`config.mk`:
```
export PLATFORM = sky130hd
export DESIGN_NAME = com_ctrl
export DESIGN_NICKNAME = d
export VERILOG_FILES = /design/src/design/com_pkg.sv /design/src/design/com_ctrl.sv
export SDC_FILE = /design/constraint.sdc
export NUM_CORES = 1
export LEC_CHECK = 0
export BUFFER_PORTS_ARGS = -buffer_cell sky130_fd_sc_hd__buf_2
export CAP_MARGIN = 25
export CORE_AREA = 2 2 39 41
export DETAILED_ROUTE_END_ITERATION = 10
export DIE_AREA = 0 0 41 43
export SLEW_MARGIN = 0
export SYNTH_ARGS = -nofsm -noshare
export SYNTH_HDL_FRONTEND = slang
export SYNTH_SLANG_ARGS = --single-unit
```
`constraint.sdc`:
```
create_clock -name clk -period 1.5 [get_ports clk]
set_input_delay 0.225 -clock clk [delete_from_list [all_inputs] [get_ports clk]]
set_output_delay 0.225 -clock clk [all_outputs]
set_load 0.1 [all_outputs]
```
`src/design/com_pkg.sv`:
```
// Shared types, constants and helper functions for center_of_mass_correction.
// No dependencies; imported by com_ctrl, com_dp and the top level.
`timescale 1ns / 1ps
package com_pkg;

    localparam int MAX_PARTICLES = 64;
    localparam int CNT_W         = $clog2(MAX_PARTICLES + 1);
    localparam int IDX_W         = (MAX_PARTICLES > 1) ? $clog2(MAX_PARTICLES) : 1;
    localparam int DATA_W        = 32;
    localparam int MASS_W        = 31;
    localparam int ITEM_W        = 6 * DATA_W + MASS_W;
    localparam int TDATA_W       = ((ITEM_W + 7) / 8) * 8;
    localparam int OUT_W         = 7 * DATA_W;
    localparam int OUT_TDATA_W   = ((OUT_W + 7) / 8) * 8;

    // shared divider geometry
    localparam int DVD_W     = 69;
    localparam int DSR_W     = 37;
    localparam int REM_W     = DSR_W + 1;
    localparam int QUO_W     = 34;
    localparam int DIV_CNT_W = 7;
    localparam int NUM_DIV   = 6;
    localparam int SEL_W     = 3;

    // square root geometry
    localparam int RAD_W      = 64;
    localparam int ROOT_W     = 32;
    localparam int SQREM_W    = 34;
    localparam int SQ_CNT_W   = 6;

    // last field in the lowest bits
    typedef struct packed {
        logic signed [DATA_W-1:0] pos_z;
        logic signed [DATA_W-1:0] pos_y;
        logic signed [DATA_W-1:0] pos_x;
        logic        [MASS_W-1:0] mass;
        logic signed [DATA_W-1:0] mom_z;
        logic signed [DATA_W-1:0] mom_y;
        logic signed [DATA_W-1:0] mom_x;
    } item_t;

    typedef enum logic [3:0] {
        S_IDLE,
        S_LOAD,
        S_SUM,
        S_DIVGO,
        S_DIV,
        S_RD,
        S_SHIFT,
        S_SQ,
        S_ESUM,
        S_SQRT,
        S_WAITO
    } state_t;

    typedef struct packed {
        logic take;
        logic wr;
        logic div_start;
        logic rd;
        logic shift;
        logic sq;
        logic esum;
        logic out_load;
        logic emit_next;
        logic clear;
    } cmd_t;

    typedef struct packed {
        logic last;
        logic div_done;
        logic sqrt_done;
        logic out_free;
        logic emit_last;
        logic empty;
    } sts_t;

    function automatic logic signed [DATA_W-1:0] sat_add(
        input logic signed [DATA_W-1:0] a,
        input logic signed [DATA_W-1:0] b
    );
        logic signed [DATA_W:0] s;
        s = {a[DATA_W-1], a} + {b[DATA_W-1], b};
        if (s[DATA_W] != s[DATA_W-1])
        begin
            return s[DATA_W] ? {1'b1, {(DATA_W-1){1'b0}}} : {1'b0, {(DATA_W-1){1'b1}}};
        end
        return s[DATA_W-1:0];
    endfunction

    function automatic logic [DATA_W-1:0] mag32(input logic signed [DATA_W-1:0] v);
        return v[DATA_W-1] ? (~v + 1'b1) : v;
    endfunction

endpackage

```
`src/design/com_ctrl.sv`:
```
// Sequencer for center_of_mass_correction: load, divide, emit phases.
// Depends on com_pkg; drives com_dp through cmd_t and reads sts_t.
`timescale 1ns / 1ps
module com_ctrl (
    input  logic          clk,
    input  logic          rst_n,
    input  logic          in_valid,
    input  com_pkg::sts_t sts,
    output com_pkg::cmd_t cmd
);
    import com_pkg::*;

    state_t state_reg, state_next;

    always_ff @(posedge clk or negedge rst_n)
    begin
        if (!rst_n)
            state_reg <= S_IDLE;
        else
            state_reg <= state_next;
    end

    always_comb
    begin
        state_next = state_reg;
        case (state_reg)
            S_IDLE:  if (in_valid) state_next = S_LOAD;
            S_LOAD:  state_next = sts.last ? S_SUM : S_IDLE;
            S_SUM:   state_next = S_DIVGO;
            S_DIVGO: state_next = S_DIV;
            S_DIV:
            begin
                if (sts.div_done)
                    state_next = sts.empty ? S_IDLE : S_RD;
            end
            S_RD:    state_next = S_SHIFT;
            S_SHIFT: state_next = S_SQ;
            S_SQ:    state_next = S_ESUM;
            S_ESUM:  state_next = S_SQRT;
            S_SQRT:  if (sts.sqrt_done) state_next = S_WAITO;
            S_WAITO:
            begin
                if (sts.out_free)
                    state_next = sts.emit_last ? S_IDLE : S_RD;
            end
            default: state_next = S_IDLE;
        endcase
    end

    always_comb
    begin
        cmd = '0;
        case (state_reg)
            S_IDLE:  cmd.take = 1'b1;
            S_LOAD:  cmd.wr = 1'b1;
            S_DIVGO: cmd.div_start = 1'b1;
            S_DIV:   cmd.clear = sts.div_done && sts.empty;
            S_RD:    cmd.rd = 1'b1;
            S_SHIFT: cmd.shift = 1'b1;
            S_SQ:    cmd.sq = 1'b1;
            S_ESUM:  cmd.esum = 1'b1;
            S_WAITO:
            begin
                cmd.out_load  = sts.out_free;
                cmd.clear     = sts.out_free && sts.emit_last;
                cmd.emit_next = sts.out_free && !sts.emit_last;
            end
            default: cmd = '0;
        endcase
    end

endmodule

```
==> results of run 1 <==
-- what timing repair did --
action | 4_1_cts | 5_1_grt
hold buffers | 1 | 0
setup endpoints to repair | 10 | 13
resized for setup | 6 | 12
pin swaps | 3 | 9
endpoints found under the hold margin | 4 | 0
buffers inserted | 9 | 5
gates cloned | 1 | 0
-- area by class of cell --
type,count,area [sq um]
clock buffers,4,26.3
fillers,74,250
inverters,1,3.75
multi-input cells,42,472
flip-flops and latches,4,103
well taps,16,20.0
repair buffers,43,509
-- final timing paths --
kind                                     end  depth (start not counted)
worst max-delay path                  cmd[8]                          4
worst min-delay path            state_reg[1]                          2
worst max register to register  state_reg[1]                          6
worst min register to register  state_reg[2]                          3
max in group asynchronous       state_reg[0]                          2
min in group asynchronous       state_reg[3]                          2
-- stage by stage --
stage          hold WS, ns  power [mW]  setup TNS, ns   util
6_report             0.186        2.78          -1.12  0.819
5_1_grt              0.196        2.87          -1.55  0.819
4_1_cts              0.180        2.55         -0.949  0.759
3_5_place_dp        0.0377        2.12              0  0.634
3_3_place_gp        0.0316        2.10              0  0.634
2_1_floorplan      -0.0706        1.57          -2.60      -
-- cells by family (layout without fill, tap and decap cells) --
group                  count (synthesis)  count (layout)  synth area share
buffers and inverters                  6              48            0.0859
and+or+nand+nor                       25              25             0.318
AOI/OAI and AO/OA                     17              17             0.367
DFF                                    4               4             0.229
-- layout by cell type, fill, tap and decap left out, types with 2 or more instances in the layout --
master     n
dfrtp_2    2
buf_2      8
dfrtp_1    2
o32a_1     2
clkbuf_4   3
buf_6      7
nand2b_1   4
buf_4     13
nor2_4     3
a21oi_1    2
nand2b_4   4
nor3_4     5
nor2_1     2
o21bai_1   2
nor4_4     2
buf_12    12
-- power by group --
group / internal, mW / switching (mW) / leakage (nW)
Sequential: 0.161 / 0.0761 / 0.0499
Combinational: 1.08 / 1.29 / 0.397
Clock: 0.101 / 0.0647 / 0.0150
Total: 1.34 / 1.43 / 0.462
-- layer usage --
metal	wire length (um)	part of all wire
met5	0	0
met4	23	0.012
met1	731	0.38
met2	1060	0.56
met3	90	0.047
-- worst register-to-register path: cells and delay by family (launching register included) --
kind            cells  cell delay (ns)
compound gates      3             0.41
buf+inv             2             0.35
flops               1             0.48
simple gates        1             0.18
==> qor.csv, run 1 <==
stage,metric,value,unit
drt,post_drt_wl_per_cell,17.3,um
drt,dr.pass1.iters,4,
critical_path,cp-start-kind,register,
status,status,finished with violations,
critical_path,cp_num_buf_inv,2,
critical_path,worstPathRequired,1.27,ns
clocking,h-tree-depth,1,
placed_design,dpl.cell_count,90,
critical_path,reg2reg_setup_slack,-0.04,ns
logic_synthesis,synthesis.nets,61,
die,dieHeight,43,um
logic_synthesis,ys_seq_elements,4,
final_layout,fin_nets,104,
global_route,grt_max_degree,11,
logic_synthesis,avgSynthCellArea,8.40,sq um
drt,num_vias,613,
drt,first_iter_violations,22,
logic_synthesis,synth.most_common_cell,nand2b_1,
logic_synthesis,async_reset_ff_frac,1.00,
clocking,tritoncts,done,
timing,timing.final.crit_share,1.11,
global_route,top_usage_layer,met2,
clocking,path_clk_slew,0.06,ns
power_and_ir_drop,cellLeakagePower,0.462,nW
clocking,insertion_delay,0.25,ns
timing,setup_slack,-0.159,ns
timing,hold_viol,0,
critical_path,worstPathArrival,1.43,ns
final_layout,syn_to_final_growth,160,%
global_route,use_met2,0.353,
critical_path,end_kind,output port,
status,violations,negative setup slack,
timing,slew_headroom,0.785,
placed_design,place_area,877,sq um
logic_synthesis,synthTopCellsByArea,"dfrtp_1, nand2b_1, nor3_1",
critical_path,max_stage_delay,0.48,ns
placed_design,gp_congestion,0.809,
critical_path,cp_max_fo,5,
logic_synthesis,synth_common_cells,"nand2b_1, nor3_1, nor2_1, dfrtp_1",
critical_path,r2r-start,state_reg[1],
global_route,grt_pass1_vias,544,
die,num_io_pins,19,
timing,fmax,603,MHz
hold_path,hold_path_class,input port to register,
critical_path,crit_path_start,state_reg[1],
critical_path,crit_chain,"buf_12, nand2b_4, nor3_4, buf_12",
logic_synthesis,syn_area,437,sq um
power_and_ir_drop,worst_ir_drop_vdd,1.75,mV
hold_path,hold_start,sts[2],
critical_path,path_common_cell,buf_12,
logic_synthesis,synth_top_area_cell,dfrtp_1,
timing,skew,0.0142,ns
timing,layout_min_cycle_time,1.66,ns
die,start_util,0.316,
final_layout,diodes,0,
critical_path,critPathKind,register to output port,
placed_design,numPortBuffers,18,
die,rows,14,
timing,setup_viol,14,
placed_design,place_ws,0.0317,ns
global_route,grt_use_met1,0.271,
logic_synthesis,syn_inst,52,
timing,worst_slew_pin_slew,0.322,ns
drt,wirelength,1.91,mm
timing,drv_slew,0,
power_and_ir_drop,power.density,2450,mW/mm^2
global_route,grtUsageTotal,0.221,
clocking,clock_sink_count,4,
placed_design,dpl.hpwl,1.14,mm
job,maxCapViolations,0,
logic_synthesis,ys_warn_count,0,
logic_synthesis,synth_edf_count,0,
drt,drcViolationCount,0,
drt,routed_via_density,5.57,
drt,ant_nets,0,
critical_path,cp_top_family,flip-flops,
die,die_x,41,um
die,die-area,0.00176,sq mm
clocking,cts_root_buffer,clkbuf_4,
logic_synthesis,synth_flop_cell,dfrtp_1,
die,core_area,0.00138,sq mm
final_layout,final_cells,110,
global_route,antenna_found_initial,0,
global_route,use_met3,0.0262,
clocking,cts_inserted_buffers,3,
final_layout,largest_register_ffs,4,
logic_synthesis,synth_seq_area_share,0.229,
global_route,grt_pass1_wl,2.57,mm
critical_path,worst_path_max_delay_cell,dfrtp_2,
logic_synthesis,yosys.area.top_type_share,0.229,
final_layout,stdcell_area,0.00113,sq mm
clocking,cts_max_path_buffers,2,
final_layout,drive_above_1_share,0.734,
global_route,overflow,0,
timing,rsz0062_at_grt,true,
logic_synthesis,yosysUniqueCellTypes,24,
No activity file was read; power rests on OpenSTA's default activity.
==> inputs of run 2 (changes only) <==
--- a/config.mk
+++ b/config.mk
@@ -10,6 +10,7 @@
 export CORE_AREA = 2 2 39 41
 export DETAILED_ROUTE_END_ITERATION = 10
 export DIE_AREA = 0 0 41 43
+export RECOVER_POWER = 25
 export SLEW_MARGIN = 0
 export SYNTH_ARGS = -nofsm -noshare
 export SYNTH_HDL_FRONTEND = slang
==> run 2 against run 1 <==
Compared with the run above:
- the flow still finishes with violations (negative setup slack)
- sequential share of layout area is essentially flat
- final area shrank 0.11%
- via count grew 2.3%
- maximum frequency is essentially flat
- count of clock-buffer cells in the layout is the same
- register-to-register slack is essentially flat
- largest power group unchanged
==> qor.csv, run 2 (synthesized netlist as in run 1, its figures left out) <==
stage,metric,value,unit
drt,drcViolationCount,0,
placed_design,dpl.hpwl,1.14,mm
critical_path,critPathKind,register to output port,
drt,routed_via_density,5.70,
status,violations,negative setup slack,
critical_path,rr_worst_depth,6,
final_layout,fin_nets,104,
timing,setup_viol,14,
power_and_ir_drop,pwr-share-seq,0.085,
drt,post_drt_wl_per_cell,17.4,um
global_route,grt_pass1_vias,544,
power_and_ir_drop,p_sw_frac,0.517,
die,start_util,0.316,
drt,ant_nets,0,
timing,layout_min_cycle_time,1.66,ns
timing,timing.final.crit_share,1.11,
critical_path,reg2reg_setup_slack,-0.04,ns
critical_path,r2r-start,state_reg[1],
die,die_x,41,um
drt,wirelength,1.92,mm
power_and_ir_drop,worst_ir_drop_vdd,1.75,mV
final_layout,diodes,0,
final_layout,final_util,0.818,
placed_design,numPortBuffers,18,
global_route,antenna_found_initial,0,
timing,worst_slew_pin_slew,0.322,ns
critical_path,crit_chain,"buf_12, nand2b_4, nor3_4, buf_12",
power_and_ir_drop,cellLeakagePower,0.459,nW
hold_path,hold_start,sts[2],
critical_path,cp_max_fo,5,
power_and_ir_drop,power.internal,1.34,mW
critical_path,r2r_end,state_reg[1],
final_layout,most-common-layout-cells,"buf_4, buf_12, buf_2, buf_6, nor3_4",
final_layout,drive_above_1_share,0.723,
final_layout,final_cells,110,
critical_path,worst_path_max_delay_cell,dfrtp_2,
critical_path,worstPathArrival,1.43,ns
die,die-area,0.00176,sq mm
clocking,cts_inserted_buffers,3,
power_and_ir_drop,clkPwrFrac,0.060,
drt,num_vias,627,
clocking,tritoncts,done,
timing,fmax,603,MHz
timing,skew,0.0128,ns
clocking,insertion_delay,0.25,ns
clocking,clock_sink_count,4,
placed_design,dpl.cell_count,90,
die,dieHeight,43,um
die,num_io_pins,19,
die,rows,14,
timing,hold_viol,0,
timing,rsz0062_at_grt,true,
final_layout,mostFrequentLayoutCell,buf_4,
hold_path,min_to,state_reg[1],
critical_path,max_stage_delay,0.48,ns
global_route,grt_pass1_wl,2.57,mm
power_and_ir_drop,switchingPower,1.44,mW
global_route,grtUsageTotal,0.221,
final_layout,largest_register_ffs,4,
clocking,h-tree-depth,1,
timing,tns,-1.14,ns
hold_path,hold_path_class,input port to register,
timing,drv_slew,0,
power_and_ir_drop,p_comb_frac,0.855,
status,status,finished with violations,
global_route,grt_max_degree,11,
clocking,cts_root_buffer,clkbuf_4,
drt,dr.pass1.iters,4,
final_layout,syn_to_final_growth,159,%
critical_path,worstPathRequired,1.27,ns
critical_path,cp-start-kind,register,
global_route,overflow,0,
die,core_area,0.00138,sq mm
drt,first_iter_violations,23,
final_layout,final.fill_count,75,
timing,setup_slack,-0.159,ns
critical_path,path_common_cell,buf_12,
hold_path,whs_path_depth,2,
timing,slew_headroom,0.785,
power_and_ir_drop,power.density,2460,mW/mm^2
clocking,cts_max_path_buffers,2,
critical_path,end_kind,output port,
job,maxCapViolations,0,
placed_design,gp_congestion,0.809,
clocking,path_clk_slew,0.06,ns
timing,fin_hold_ws,0.186,ns
run 2: cell types whose count changed in the layout (fill, tap and decap cells not counted), sizes merged:
cell    previous run  this run
clkbuf             4         5
buf               42        41
run 2: per-layer routing:
| metal | vias to the layer above | global-route usage | part of all wire |
|---|---|---|---|
| met3 | 6 | 0.0262 | 0.056 |
| met5 | - | 0 | 0 |
| met2 | 30 | 0.353 | 0.55 |
| li1 | 285 | - | - |
| met4 | 0 | 0.120 | 0.017 |
| met1 | 306 | 0.271 | 0.38 |
run 2: critical path: cells and delay by family (launching register included):
family	cells	cell delay, ns
and+or+nand+nor	2	0.33
DFF	1	0.48
buffers and inverters	2	0.37
run 2: area by class of cell:
type | count | area [sq um] | area share
clock buffers | 4 | 26.3 | 0.0232
multi-input cells | 42 | 472 | 0.417
repair buffers | 43 | 508 | 0.449
well taps | 16 | 20.0 | 0.0177
inverters | 1 | 3.75 | 0.00331
flip-flops and latches | 4 | 103 | 0.0906
run 2: metrics by stage:
| stage | area (sq um) | power (mW) | setup WS, ns |
|---|---|---|---|
| 6_report | 1130 | 2.78 | -0.159 |
| 5_1_grt | 1130 | 2.87 | -0.193 |
| 4_1_cts | 1050 | 2.55 | -0.149 |
| 3_5_place_dp | 877 | 2.12 | 0.0317 |
| 3_3_place_gp | 877 | 2.10 | 0.0476 |
| 2_1_floorplan | 581 | 1.57 | -0.634 |
run 2: worst max-delay path by stage:
stage | start | endpoint | slack, ns | cells after the start
after global routing | state_reg[0] | cmd[0] | -0.19 | 4
after detailed placement | state_reg[3] | state_reg[0] | 0.03 | 5
final | state_reg[1] | cmd[8] | -0.16 | 4
after CTS | state_reg[0] | cmd[0] | -0.15 | 4
after global placement | state_reg[0] | cmd[0] | 0.05 | 3
after floorplan | state_reg[2] | cmd[0] | -0.63 | 3
run 2: power by group through the flow:
stage          clock network, mW  logic (mW)  registers, mW
2_1_floorplan                  0        1.35          0.220
3_3_place_gp                   0        1.87          0.232
3_5_place_dp                   0        1.88          0.235
4_1_cts                    0.164        2.16          0.230
5_1_grt                    0.171        2.46          0.241
6_report                   0.166        2.38          0.238
run 2: what timing repair did:
| action | in CTS | in global routing |
|---|---|---|
| hold buffers | 1 | 0 |
| endpoints found under the setup margin | 10 | 13 |
| endpoints found under the hold margin | 4 | 0 |
| cloned | 1 | 0 |
| setup buffers | 9 | 5 |
| pin swaps | 3 | 9 |
| resized for setup | 6 | 12 |
